<file path="config.mk">
export PLATFORM = sky130hd
export DESIGN_NAME = write_ahead_log_absorb_table
export DESIGN_NICKNAME = d
export VERILOG_FILES = /design/src/design/walat_pkg.sv /design/src/design/write_ahead_log_absorb_table.sv /design/src/design/walat_table.sv
export VERILOG_INCLUDE_DIRS = /design/src /design/src/design
export SDC_FILE = /design/constraint.sdc
export NUM_CORES = 1
export LEC_CHECK = 0
export BUFFER_PORTS_ARGS = -buffer_cell sky130_fd_sc_hd__buf_4
export CORE_MARGIN = 1
export CORE_UTILIZATION = 44
export CTS_BUF_LIST = sky130_fd_sc_hd__clkbuf_8
export CTS_CLUSTER_SIZE = 12
export DETAILED_ROUTE_END_ITERATION = 6
export PLACE_DENSITY = 0.56
export SLEW_MARGIN = 20
export SYNTH_ARGS = -nofsm -noshare
export SYNTH_HDL_FRONTEND = slang
export SYNTH_SLANG_ARGS = --single-unit
</file>
<file path="constraint.sdc">
create_clock -name clk_i -period 7.3 [get_ports clk_i]
set_clock_uncertainty 0.1 [all_clocks]
set_input_delay 1.095 -clock clk_i [delete_from_list [all_inputs] [get_ports clk_i]]
set_output_delay 1.095 -clock clk_i [all_outputs]
set_load 0.005 [all_outputs]
</file>
<file path="src/design/assert_macros.svh">
// Assertion macros shared by the absorb table RTL.
// Depends on nothing; files that assert take it by include.
`ifndef ASSERT_MACROS_SVH
`define ASSERT_MACROS_SVH

// implication checked on every edge outside reset
`define WALAT_ASSERT_IMPLY(label, clk, rst_n, ante, cons) \
  label: assert property (@(posedge clk) disable iff (!rst_n) (ante) |-> (cons)) \
    else $error("walat implication violated");

// implication checked in the cycle after the antecedent
`define WALAT_ASSERT_NEXT(label, clk, rst_n, ante, cons) \
  label: assert property (@(posedge clk) disable iff (!rst_n) (ante) |=> (cons)) \
    else $error("walat next-cycle check violated");

`endif

</file>
<file path="src/design/walat_pkg.sv">
// Types and codes for the write-ahead log absorb table.
// Used by walat_table and write_ahead_log_absorb_table; no dependencies.
package walat_pkg;

  localparam int OP_W     = 2;
  localparam int STATUS_W = 3;
  localparam int FIELD_W  = 32;
  localparam int INDEX_W  = 6;
  localparam int CFG_W    = 7;
  localparam int OPS_W    = 7;
  localparam int PROD_W   = 16;

  localparam logic [OP_W-1:0] OP_BEGIN   = 2'd0;
  localparam logic [OP_W-1:0] OP_END     = 2'd1;
  localparam logic [OP_W-1:0] OP_WRITE   = 2'd2;
  localparam logic [OP_W-1:0] OP_UNKNOWN = 2'd3;

  localparam logic [STATUS_W-1:0] ST_GRANTED  = 3'd0;
  localparam logic [STATUS_W-1:0] ST_WAIT     = 3'd1;
  localparam logic [STATUS_W-1:0] ST_ABSORBED = 3'd2;
  localparam logic [STATUS_W-1:0] ST_APPENDED = 3'd3;
  localparam logic [STATUS_W-1:0] ST_ENDED    = 3'd4;
  localparam logic [STATUS_W-1:0] ST_COMMIT   = 3'd5;
  localparam logic [STATUS_W-1:0] ST_OUTSIDE  = 3'd6;
  localparam logic [STATUS_W-1:0] ST_ERROR    = 3'd7;

  localparam logic CFG_LOG_SLOTS = 1'b0;
  localparam logic CFG_MAX_OP    = 1'b1;

  localparam logic [OPS_W-1:0] OPS_MAX = 7'd127;
  localparam logic [CFG_W-1:0] LOG_SLOTS_RST = 7'd30;
  localparam logic [CFG_W-1:0] MAX_OP_RST    = 7'd10;

  typedef enum logic [2:0] {
    FSM_IDLE,
    FSM_BEGIN,
    FSM_END,
    FSM_WRITE,
    FSM_SEARCH,
    FSM_ADD,
    FSM_COMMIT
  } walat_state_e;

  typedef struct packed {
    logic rd_en;
    logic wr_en;
  } walat_mem_ctl_t;

endpackage

</file>
<file path="src/design/write_ahead_log_absorb_table.sv">
// Channel  | signals                                         | beat moves
// input    | in_valid_i/in_ready_o, operation_i, block_num.. | one command
// output   | out_valid_o/out_ready_i, status_o .. last_o     | one result
// config   | cfg_we_i, cfg_index_i, cfg_data_i               | one register write
// A write searches the table with a one-entry-per-cycle scan of the memory read port.
// A commit streams one entry per cycle while the output is not stalled.
// Reset clears open operations and entry count; the table needs no clearing.
// A stalled output holds the block in any step that emits a result; input is taken in idle only.
// Top level of the group-commit absorb table; uses walat_pkg and walat_table.
`include "assert_macros.svh"
module write_ahead_log_absorb_table #(
  parameter int LOG_ENTRIES = 32,
  parameter int BLOCK_BITS  = 32
) (
  input  logic                                clk_i,
  input  logic                                rst_ni,
  input  logic                                cfg_we_i,
  input  logic                                cfg_index_i,
  input  logic [walat_pkg::CFG_W-1:0]         cfg_data_i,
  input  logic                                in_valid_i,
  output logic                                in_ready_o,
  input  logic [walat_pkg::OP_W-1:0]          operation_i,
  input  logic [walat_pkg::FIELD_W-1:0]       block_number_i,
  output logic                                out_valid_o,
  input  logic                                out_ready_i,
  output logic [walat_pkg::STATUS_W-1:0]      status_o,
  output logic [walat_pkg::FIELD_W-1:0]       home_block_o,
  output logic [walat_pkg::INDEX_W-1:0]       entry_index_o,
  output logic                                last_o
);
  import walat_pkg::*;

  localparam int IDX_W = (LOG_ENTRIES > 1) ? $clog2(LOG_ENTRIES) : 1;
  localparam int CNT_W = $clog2(LOG_ENTRIES + 1);
  localparam logic [CFG_W-1:0] ENTRIES_C = CFG_W'(LOG_ENTRIES);

  walat_state_e state_q, state_d;
  logic [OPS_W-1:0]      open_ops_q, open_ops_d;
  logic [CNT_W-1:0]      count_q, count_d;
  logic [IDX_W-1:0]      idx_q, idx_d;
  logic [CFG_W-1:0]      log_slots_q, max_op_q;
  logic [PROD_W-1:0]     prod;
  logic [OP_W-1:0]       op_q;
  logic [BLOCK_BITS-1:0] blk_q;

  logic                  out_valid_q;
  logic [STATUS_W-1:0]   status_q;
  logic [FIELD_W-1:0]    home_q;
  logic [INDEX_W-1:0]    index_q;
  logic                  last_q;

  logic                  can_emit, emit;
  logic [STATUS_W-1:0]   e_status;
  logic [FIELD_W-1:0]    e_home;
  logic [INDEX_W-1:0]    e_index;
  logic                  e_last;
  logic [PROD_W-1:0]     reserved;
  logic                  idx_last;
  logic [CFG_W-1:0]      count_ext;

  walat_mem_ctl_t        mem_ctl;
  logic [IDX_W-1:0]      rd_addr;
  logic [BLOCK_BITS-1:0] rd_data;

  walat_table #(
    .ENTRIES (LOG_ENTRIES),
    .DATA_W  (BLOCK_BITS),
    .ADDR_W  (IDX_W)
  ) u_table (
    .clk_i     (clk_i),
    .ctl_i     (mem_ctl),
    .wr_addr_i (count_q[IDX_W-1:0]),
    .wr_data_i (blk_q),
    .rd_addr_i (rd_addr),
    .rd_data_o (rd_data)
  );

  assign can_emit   = !out_valid_q || out_ready_i;
  assign in_ready_o = (state_q == FSM_IDLE);
  assign count_ext  = CFG_W'(count_q);
  assign prod       = (PROD_W'(open_ops_q) + PROD_W'(1)) * PROD_W'(max_op_q);
  assign reserved   = PROD_W'(count_q) + prod;
  assign idx_last   = (CFG_W'(idx_q) + CFG_W'(1)) == count_ext;

  always_comb begin
    state_d    = state_q;
    open_ops_d = open_ops_q;
    count_d    = count_q;
    idx_d      = idx_q;
    emit       = 1'b0;
    e_status   = ST_ENDED;
    e_home     = '0;
    e_index    = '0;
    e_last     = 1'b1;
    mem_ctl    = '0;
    rd_addr    = '0;
    case (state_q)
      FSM_IDLE: begin
        if (in_valid_i) begin
          case (operation_i)
            OP_BEGIN: state_d = FSM_BEGIN;
            OP_END:   state_d = FSM_END;
            OP_WRITE: state_d = FSM_WRITE;
            default:  state_d = FSM_IDLE;
          endcase
        end
      end
      FSM_BEGIN: begin
        if (can_emit) begin
          emit    = 1'b1;
          state_d = FSM_IDLE;
          if (open_ops_q < OPS_MAX && reserved <= PROD_W'(log_slots_q)) begin
            open_ops_d = open_ops_q + OPS_W'(1);
            e_status   = ST_GRANTED;
          end else begin
            e_status = ST_WAIT;
          end
        end
      end
      FSM_END: begin
        if (open_ops_q == '0) begin
          if (can_emit) begin
            emit     = 1'b1;
            e_status = ST_ERROR;
            state_d  = FSM_IDLE;
          end
        end else if (open_ops_q != OPS_W'(1) || count_q == '0) begin
          if (can_emit) begin
            emit       = 1'b1;
            e_status   = ST_ENDED;
            open_ops_d = open_ops_q - OPS_W'(1);
            state_d    = FSM_IDLE;
          end
        end else begin
          open_ops_d    = '0;
          idx_d         = '0;
          mem_ctl.rd_en = 1'b1;
          rd_addr       = '0;
          state_d       = FSM_COMMIT;
        end
      end
      FSM_COMMIT: begin
        if (can_emit) begin
          emit     = 1'b1;
          e_status = ST_COMMIT;
          e_home   = FIELD_W'(rd_data);
          e_index  = INDEX_W'(idx_q);
          e_last   = idx_last;
          if (idx_last) begin
            count_d = '0;
            state_d = FSM_IDLE;
          end else begin
            idx_d         = idx_q + IDX_W'(1);
            mem_ctl.rd_en = 1'b1;
            rd_addr       = idx_q + IDX_W'(1);
          end
        end
      end
      FSM_WRITE: begin
        if (open_ops_q == '0) begin
          if (can_emit) begin
            emit     = 1'b1;
            e_status = ST_OUTSIDE;
            state_d  = FSM_IDLE;
          end
        end else if (count_q == '0) begin
          state_d = FSM_ADD;
        end else begin
          idx_d         = '0;
          mem_ctl.rd_en = 1'b1;
          rd_addr       = '0;
          state_d       = FSM_SEARCH;
        end
      end
      FSM_SEARCH: begin
        if (rd_data == blk_q) begin
          if (can_emit) begin
            emit     = 1'b1;
            e_status = ST_ABSORBED;
            e_home   = FIELD_W'(blk_q);
            e_index  = INDEX_W'(idx_q);
            state_d  = FSM_IDLE;
          end
        end else if (idx_last) begin
          state_d = FSM_ADD;
        end else begin
          idx_d         = idx_q + IDX_W'(1);
          mem_ctl.rd_en = 1'b1;
          rd_addr       = idx_q + IDX_W'(1);
        end
      end
      FSM_ADD: begin
        if (can_emit) begin
          emit    = 1'b1;
          state_d = FSM_IDLE;
          if (count_ext >= log_slots_q || count_ext >= ENTRIES_C) begin
            e_status = ST_ERROR;
          end else begin
            mem_ctl.wr_en = 1'b1;
            e_status      = ST_APPENDED;
            e_home        = FIELD_W'(blk_q);
            e_index       = INDEX_W'(count_q);
            count_d       = count_q + CNT_W'(1);
          end
        end
      end
      default: state_d = FSM_IDLE;
    endcase
  end

  always_ff @(posedge clk_i or negedge rst_ni) begin
    if (!rst_ni) begin
      state_q     <= FSM_IDLE;
      open_ops_q  <= '0;
      count_q     <= '0;
      idx_q       <= '0;
      log_slots_q <= LOG_SLOTS_RST;
      max_op_q    <= MAX_OP_RST;
      out_valid_q <= 1'b0;
    end else begin
      state_q    <= state_d;
      open_ops_q <= open_ops_d;
      count_q    <= count_d;
      idx_q      <= idx_d;
      if (cfg_we_i) begin
        case (cfg_index_i)
          CFG_LOG_SLOTS: log_slots_q <= cfg_data_i;
          CFG_MAX_OP:    max_op_q    <= cfg_data_i;
          default:       log_slots_q <= log_slots_q;
        endcase
      end
      if (emit) begin
        out_valid_q <= 1'b1;
      end else if (out_ready_i) begin
        out_valid_q <= 1'b0;
      end
    end
  end

  always_ff @(posedge clk_i) begin
    if (in_valid_i && in_ready_o) begin
      op_q  <= operation_i;
      blk_q <= block_number_i[BLOCK_BITS-1:0];
    end
    if (emit) begin
      status_q <= e_status;
      home_q   <= e_home;
      index_q  <= e_index;
      last_q   <= e_last;
    end
  end

  assign out_valid_o   = out_valid_q;
  assign status_o      = status_q;
  assign home_block_o  = home_q;
  assign entry_index_o = index_q;
  assign last_o        = last_q;

  `WALAT_ASSERT_IMPLY(a_count_bound, clk_i, rst_ni, 1'b1, count_ext <= ENTRIES_C)
  `WALAT_ASSERT_IMPLY(a_write_room, clk_i, rst_ni, mem_ctl.wr_en, count_ext < ENTRIES_C)
  `WALAT_ASSERT_IMPLY(a_search_open, clk_i, rst_ni, state_q == FSM_SEARCH, open_ops_q != '0)
  `WALAT_ASSERT_NEXT(a_commit_clears, clk_i, rst_ni,
    emit && e_status == ST_COMMIT && e_last, count_q == '0 && open_ops_q == '0)
  `WALAT_ASSERT_IMPLY(a_op_latched, clk_i, rst_ni,
    state_q == FSM_WRITE, op_q == OP_WRITE)

endmodule

</file>
<file path="src/design/walat_table.sv">
// Block number table: one write port, one read port, registered read data.
// Depends on walat_pkg for the memory control struct.
module walat_table #(
  parameter int ENTRIES = 32,
  parameter int DATA_W  = 32,
  parameter int ADDR_W  = 5
) (
  input  logic                       clk_i,
  input  walat_pkg::walat_mem_ctl_t  ctl_i,
  input  logic [ADDR_W-1:0]          wr_addr_i,
  input  logic [DATA_W-1:0]          wr_data_i,
  input  logic [ADDR_W-1:0]          rd_addr_i,
  output logic [DATA_W-1:0]          rd_data_o
);
  import walat_pkg::*;

  logic [DATA_W-1:0] mem [ENTRIES];
  logic [DATA_W-1:0] rd_data_q;

  always_ff @(posedge clk_i) begin
    if (ctl_i.wr_en) begin
      mem[wr_addr_i] <= wr_data_i;
    end
  end

  always_ff @(posedge clk_i) begin
    if (ctl_i.rd_en) begin
      rd_data_q <= mem[rd_addr_i];
    end
  end

  assign rd_data_o = rd_data_q;

endmodule
</file>
Word level (Yosys, flattened, before mapping)
Memories as Yosys holds them, arrays and structs flattened. A register that Yosys moved wholly into a read port is not among the register bits. Index checks and enable logic that the tools add are counted.

$add $sub $neg: 7. Div/mod/pow operators: 0. Multipliers: 1. Equality and inequality tests: 25. Shift-type cells: 0. Reductions and logical operators: 23. Order comparisons: 4. Bitwise gates (word level): 1. Multiplexer cells: 79.

Operators by type and width (number): $mux W32 (5); $pmux W32 S3 (1); $mux W5 (12); $mux W3 (15); $mux W6 (6); $pmux W3 S6 (2); $mux W7 (5); $eq A32 B32 Y1 (1); $ne A2 B2 Y1 const B (12); $mux W1 (22); $pmux W5 S4 (1); $pmux W6 S3 (1); $add A6 B15 Y16 (1); $le A16 B7 Y1 (1); $mul A8 B7 Y15 (1); $pmux W7 S2 (1); $pmux W6 S2 (1); $pmux W5 S2 (1); $reduce_and A5 Y1 (2); $eq A3 B3 Y1 const B (3); $add A7 B1 Y8 const B (1); $pmux W1 S4 (2); $add A7 B1 Y7 const B (1); $ge A6 B7 Y1 (1); 30 further kinds (41).

Bits in registers: 110. ROM bits: 0. Output and inout port bits: 44. Memories: 1. Memory bits (writable): 1024. Latch bits: 0.

Memory list: u_table.mem (words 32, bits a word 32, read ports 1, clocked after memory_dff 1, wr ports 1, RTL line walat_table.sv:17) `logic [DATA_W-1:0] mem [ENTRIES];`.

Logic depth before layout (Yosys ltp)
Word-level depth: 8. Depth in mapped cells: 23. Depth with buffers taken out: 23.

Cells and area by module
Synthesis repeated with hierarchy kept, for this count alone.

Cells, all modules: 3003. Area, all modules: 48734.2 um^2.

By module, submodules not included: walat_table (area each 40812.9 um^2, instances 1, cells an instance 2260); write_ahead_log_absorb_table (area each 7921.3 um^2, instances 1, cells an instance 743).

Least setup slack after synthesis
Ideal clock, no wire load.

Path kind: reg2reg. From: register open_ops_q[1]. To: register open_ops_q[5]. Required time: 7074 ps. Arrival time: 5587 ps. Cell stages (with the launch flop): 24. Setup slack: 1487 ps. Library setup time: 126 ps. Period minus slack after synthesis: 5813 ps. Cell sequence: dfrtp_1 -> inv_1 -> nor3_1 -> nand3_1 -> xnor2_1 -> nor2b_1 -> fa_1 -> inv_1 -> fa_1 -> inv_1 -> fa_1 -> inv_1 -> fa_1 -> inv_1 -> ha_1 -> nor3_1 -> nor2_1 -> ha_1 -> nand4_1 -> o22ai_1 -> a21oi_1 -> nor4_2 -> a31oi_1 -> o32a_1.

Word-level cells in the longest chain between the ends: 7.

Ends and longest elaborated chain: start, declared (RTL line write_ahead_log_absorb_table.sv:38) `logic [OPS_W-1:0] open_ops_q, open_ops_d;`; start signal, assigned (RTL line write_ahead_log_absorb_table.sv:222) `open_ops_q <= open_ops_d;`; $add A7 B1 Y8 (RTL line write_ahead_log_absorb_table.sv:81) `assign prod = (PROD_W'(open_ops_q) + PROD_W'(1)) * PROD_W'(max_op_q);`; $mul A8 B7 Y15 (RTL line write_ahead_log_absorb_table.sv:81); $add A6 B15 Y16 (RTL line write_ahead_log_absorb_table.sv:82) `assign reserved = PROD_W'(count_q) + prod;`; $le A16 B7 Y1 (RTL line write_ahead_log_absorb_table.sv:112) `if (open_ops_q < OPS_MAX && reserved <= PROD_W'(log_slots_q)) begin`; $logic_and A1 B1 Y1 (RTL line write_ahead_log_absorb_table.sv:112); $ne A2 B2 Y1 (no source line); $reduce_and A5 Y1 (no source line).

Parallel ways exist; a longest one is shown, timed or not. The select of a mux whose other input is x is not followed. A chain may end at the register's enable or synchronous reset.

Worst setup path after layout
From: register open_ops_q[0]. To: register open_ops_q[0].

Same word-level chain as after synthesis.

==> qor.yml <==
worstReg2RegEnd: "open_ops_q[0]"
placed_cell_area_mm2: 0.05243
drive_above_1_share: 0.1540
cp_top_family: "adder cells"
grt_setup_unrepaired: "no"
run_status: "finished, final reports clean"
data_arrival_time_of_the_critical_path_ns: 7.43
hp-class: "in -> async"
drc: 0
cellPowerDensity_mw_per_mm2: 380.0
clk-insertion-delay-late_ns: 0.89
max_freq_mhz: 147.7
mappedNetlistNets: 3442
globalRouteOverflowTotal: 0
first_iter_violations: 3540
coreArea_mm2: 0.1110
antenna_found_initial: 4
ctsLongestPathBuffers: 3
met3_usage: 0.05171
r2r.worst_path.cells: 24
max_slew_violation_count: 0
worstPathCellList: "inv_1 > nor3_1 > nand3_1 > xnor2_1 > nor2b_1 > fa_1 > inv_1 > fa_1 > inv_1 > fa_1 > inv_1 > fa_1 > inv_1 > ha_1 > o21a_1 > nor2_1 > ha_1 > nand4_1 > o22ai_1 > a21oi_1 > nor4_2 > buf_4 > a31oi_1 > mux2_2"
critical_path.reg2reg.startpoint: "open_ops_q[0]"
place_congestion: 0.8147
globalRouteTotalUtil: 0.2614
drtPass1Iterations: 6
number_of_enable_type_register_cells_in_the_synthesized_netlist: 1130
cts.htree.levels: 4
clk_transition_reported_paths_ns: 0.06
grt_first_pass_wirelength_mm: 213.6
routed_wirelength_mm: 148.9
cts.repair.resized: 0
critical_path_max_stage_delay_ns: 0.61
cts_root_buf: "sky130_fd_sc_hd__clkbuf_8"
critPathSlowestCell: "sky130_fd_sc_hd__a31oi_1"
maxSlewHeadroom: 0.1952
worst_path_most_repeated_cell: "sky130_fd_sc_hd__inv_1"
dieArea_mm2: 0.1136
critical_path.max_fanout: 13
area_added_between_synthesis_and_finish_pct: 13.06
numCtsBuffers: 186
final_cell_area_mm2: 0.05583
async_flop_share: 0.03087
post-dp-hpwl_mm: 87.23
ff2ff_setup_slack_ns: 0.53
ys_seq_elements: 1166
number_of_global_route_vias_before_repair: 30767
maximum_number_of_pins_on_one_net_before_global_route_repair: 82
drt.antenna.violating_nets: 0
post_cts.repair.setup_buffers: 0
synthesis.area_mm2: 0.04938
grt_use_met1: 0.3611
setup_tns_ns: 0
die_h_um: 337
cap_viol_max_count: 0
cts_num_sinks: 1166
tritoncts: "done"
num_io_pins: 91
start_kind: "flip-flop"
die_width_um: 337
count_of_buffering_cells_on_the_critical_path_with_inverters_included: 6
vdd_drop_max_mv: 0.3473
setup-violations-final: 0
period_share: 0.9274
grt_util_met2: 0.4159
wl_per_cell_um: 29.05
finalCoreUtilization: 0.5031
standard_cell_row_count: 122
kind_of_end_point_of_the_critical_path: "flip-flop"
min_period_ns: 6.770
synth-main-ff-cell: "sky130_fd_sc_hd__edfxtp_1"
cts.hold.buffers_added: 0
io_buffer_count: 90
final-hold-violation-count: 0
netlist-cell-type-count: 74
num_vias: 31224
start_util: 0.4450
busiest_layer: "met2"
crit_path_class: "reg -> reg"
leakage_nw: 19.41
synthCells: 3295
synth_seq_area_share: 0.7056
synth_area_per_cell_um2: 14.99
worst_pin_slew_ns: 1.204
vias_per_cell: 6.091
crit_required_ns: 7.96
finish.net_count: 3632
yosys_warnings: 0
-- cell usage in the layout (no fill, tap or decap), types with 64 or more instances in the layout --
cell	count
sky130_fd_sc_hd__buf_4	200
sky130_fd_sc_hd__clkbuf_8	190
sky130_fd_sc_hd__mux2i_1	225
sky130_fd_sc_hd__nand3_1	104
sky130_fd_sc_hd__ha_1	65
sky130_fd_sc_hd__nand2_1	168
sky130_fd_sc_hd__o22ai_1	106
sky130_fd_sc_hd__o21ai_0	88
sky130_fd_sc_hd__nor2_1	115
sky130_fd_sc_hd__edfxtp_1	1130
sky130_fd_sc_hd__o22a_1	64
sky130_fd_sc_hd__a21oi_1	117
sky130_fd_sc_hd__o221ai_1	66
sky130_fd_sc_hd__inv_1	123
sky130_fd_sc_hd__a21o_1	69
-- flip-flops by register name (all words and copies together), names as in the netlist --
register / flops
count_q: 6
out_valid_o: 1
open_ops_q: 7
blk_q: 32
state_q: 3
home_block_o: 32
entry_index_o: 6
u_table.rd_data_o: 32
log_slots_q: 7
u_table.mem: 1024
idx_q: 5
max_op_q: 7
last_o: 1
status_o: 3
-- cells in the mapped netlist, types with 65 or more instances --
| cell | instances | share of area |
|---|---|---|
| sky130_fd_sc_hd__nor2_1 | 148 | 0.011 |
| sky130_fd_sc_hd__nand2_1 | 169 | 0.013 |
| sky130_fd_sc_hd__clkbuf_1 | 137 | 0.010 |
| sky130_fd_sc_hd__a21oi_1 | 118 | 0.012 |
| sky130_fd_sc_hd__a21o_1 | 69 | 0.010 |
| sky130_fd_sc_hd__o221ai_1 | 66 | 0.012 |
| sky130_fd_sc_hd__edfxtp_1 | 1130 | 0.69 |
| sky130_fd_sc_hd__o22ai_1 | 106 | 0.013 |
| sky130_fd_sc_hd__inv_1 | 68 | 0.0052 |
| sky130_fd_sc_hd__o21ai_0 | 88 | 0.0089 |
| sky130_fd_sc_hd__nand3_1 | 108 | 0.011 |
| sky130_fd_sc_hd__mux2i_1 | 225 | 0.046 |
| sky130_fd_sc_hd__ha_1 | 65 | 0.016 |
-- per-stage QoR --
step / hold WS, ns / power [mW] / instances / setup slack [ns]
2_1_floorplan: 0.4031 / 13.47 / 3295 / 1.487
3_3_place_gp: 0.4552 / 15.97 / 4777 / 0.5688
3_5_place_dp: 0.4692 / 16.09 / 4782 / 0.4364
4_1_cts: 0.05146 / 21.20 / 5121 / 0.4207
5_1_grt: 0.1121 / 22.22 / 5126 / 0.06108
6_report: 0.08869 / 21.21 / 5126 / 0.5303
-- logic make-up after synthesis --
group                      Yosys count  share of synthesized area
AOI/OAI and AO/OA                  774                     0.1125
xor gates and xnor gates            52                   0.009223
adders and majority gates          100                    0.03066
buffers and inverters              284                    0.02501
DFF                               1166                     0.7056
muxes                              234                    0.04766
other                                1                 0.00007594
and+or+nand+nor                    684                    0.06933
-- power breakdown --
part	total, mW	switching (mW)	leakage [nW]	internal (mW)
clock	5.12	2.62	1.92	2.50
combinational	7.68	5.05	6.85	2.64
sequential	8.41	0.369	10.6	8.04
total	21.2	8.04	19.4	13.2
-- how the worst max path moves through the flow --
stage | startpoint | end | cells after the start
floorplan | open_ops_q[1] | open_ops_q[5] | 23
global placement | open_ops_q[0] | open_ops_q[5] | 22
detailed placement | open_ops_q[0] | open_ops_q[5] | 22
CTS | open_ops_q[0] | open_ops_q[5] | 21
global route | open_ops_q[0] | open_ops_q[0] | 24
finish | open_ops_q[0] | open_ops_q[0] | 24
-- per-layer routing --
| metal | vias up | part of all wire |
|---|---|---|
| met4 | 2 | 0.027 |
| met1 | 16061 | 0.42 |
| li1 | 13384 | - |
| met2 | 1526 | 0.47 |
| met3 | 251 | 0.083 |
| met5 | - | 0.00010 |
-- final cells by class --
class	instances	area [µm²]
Antenna cell	2	5.005
Clock buffer	190	2615
Clock inverter	149	711.9
Fill cell	9347	55150
Inverter	68	255.2
Multi-Input combinational cell	1845	13690
Sequential cell	1166	34840
Tap cell	1488	1862
Timing Repair Buffer	218	1843
No activity file was read; power rests on OpenSTA's default activity.
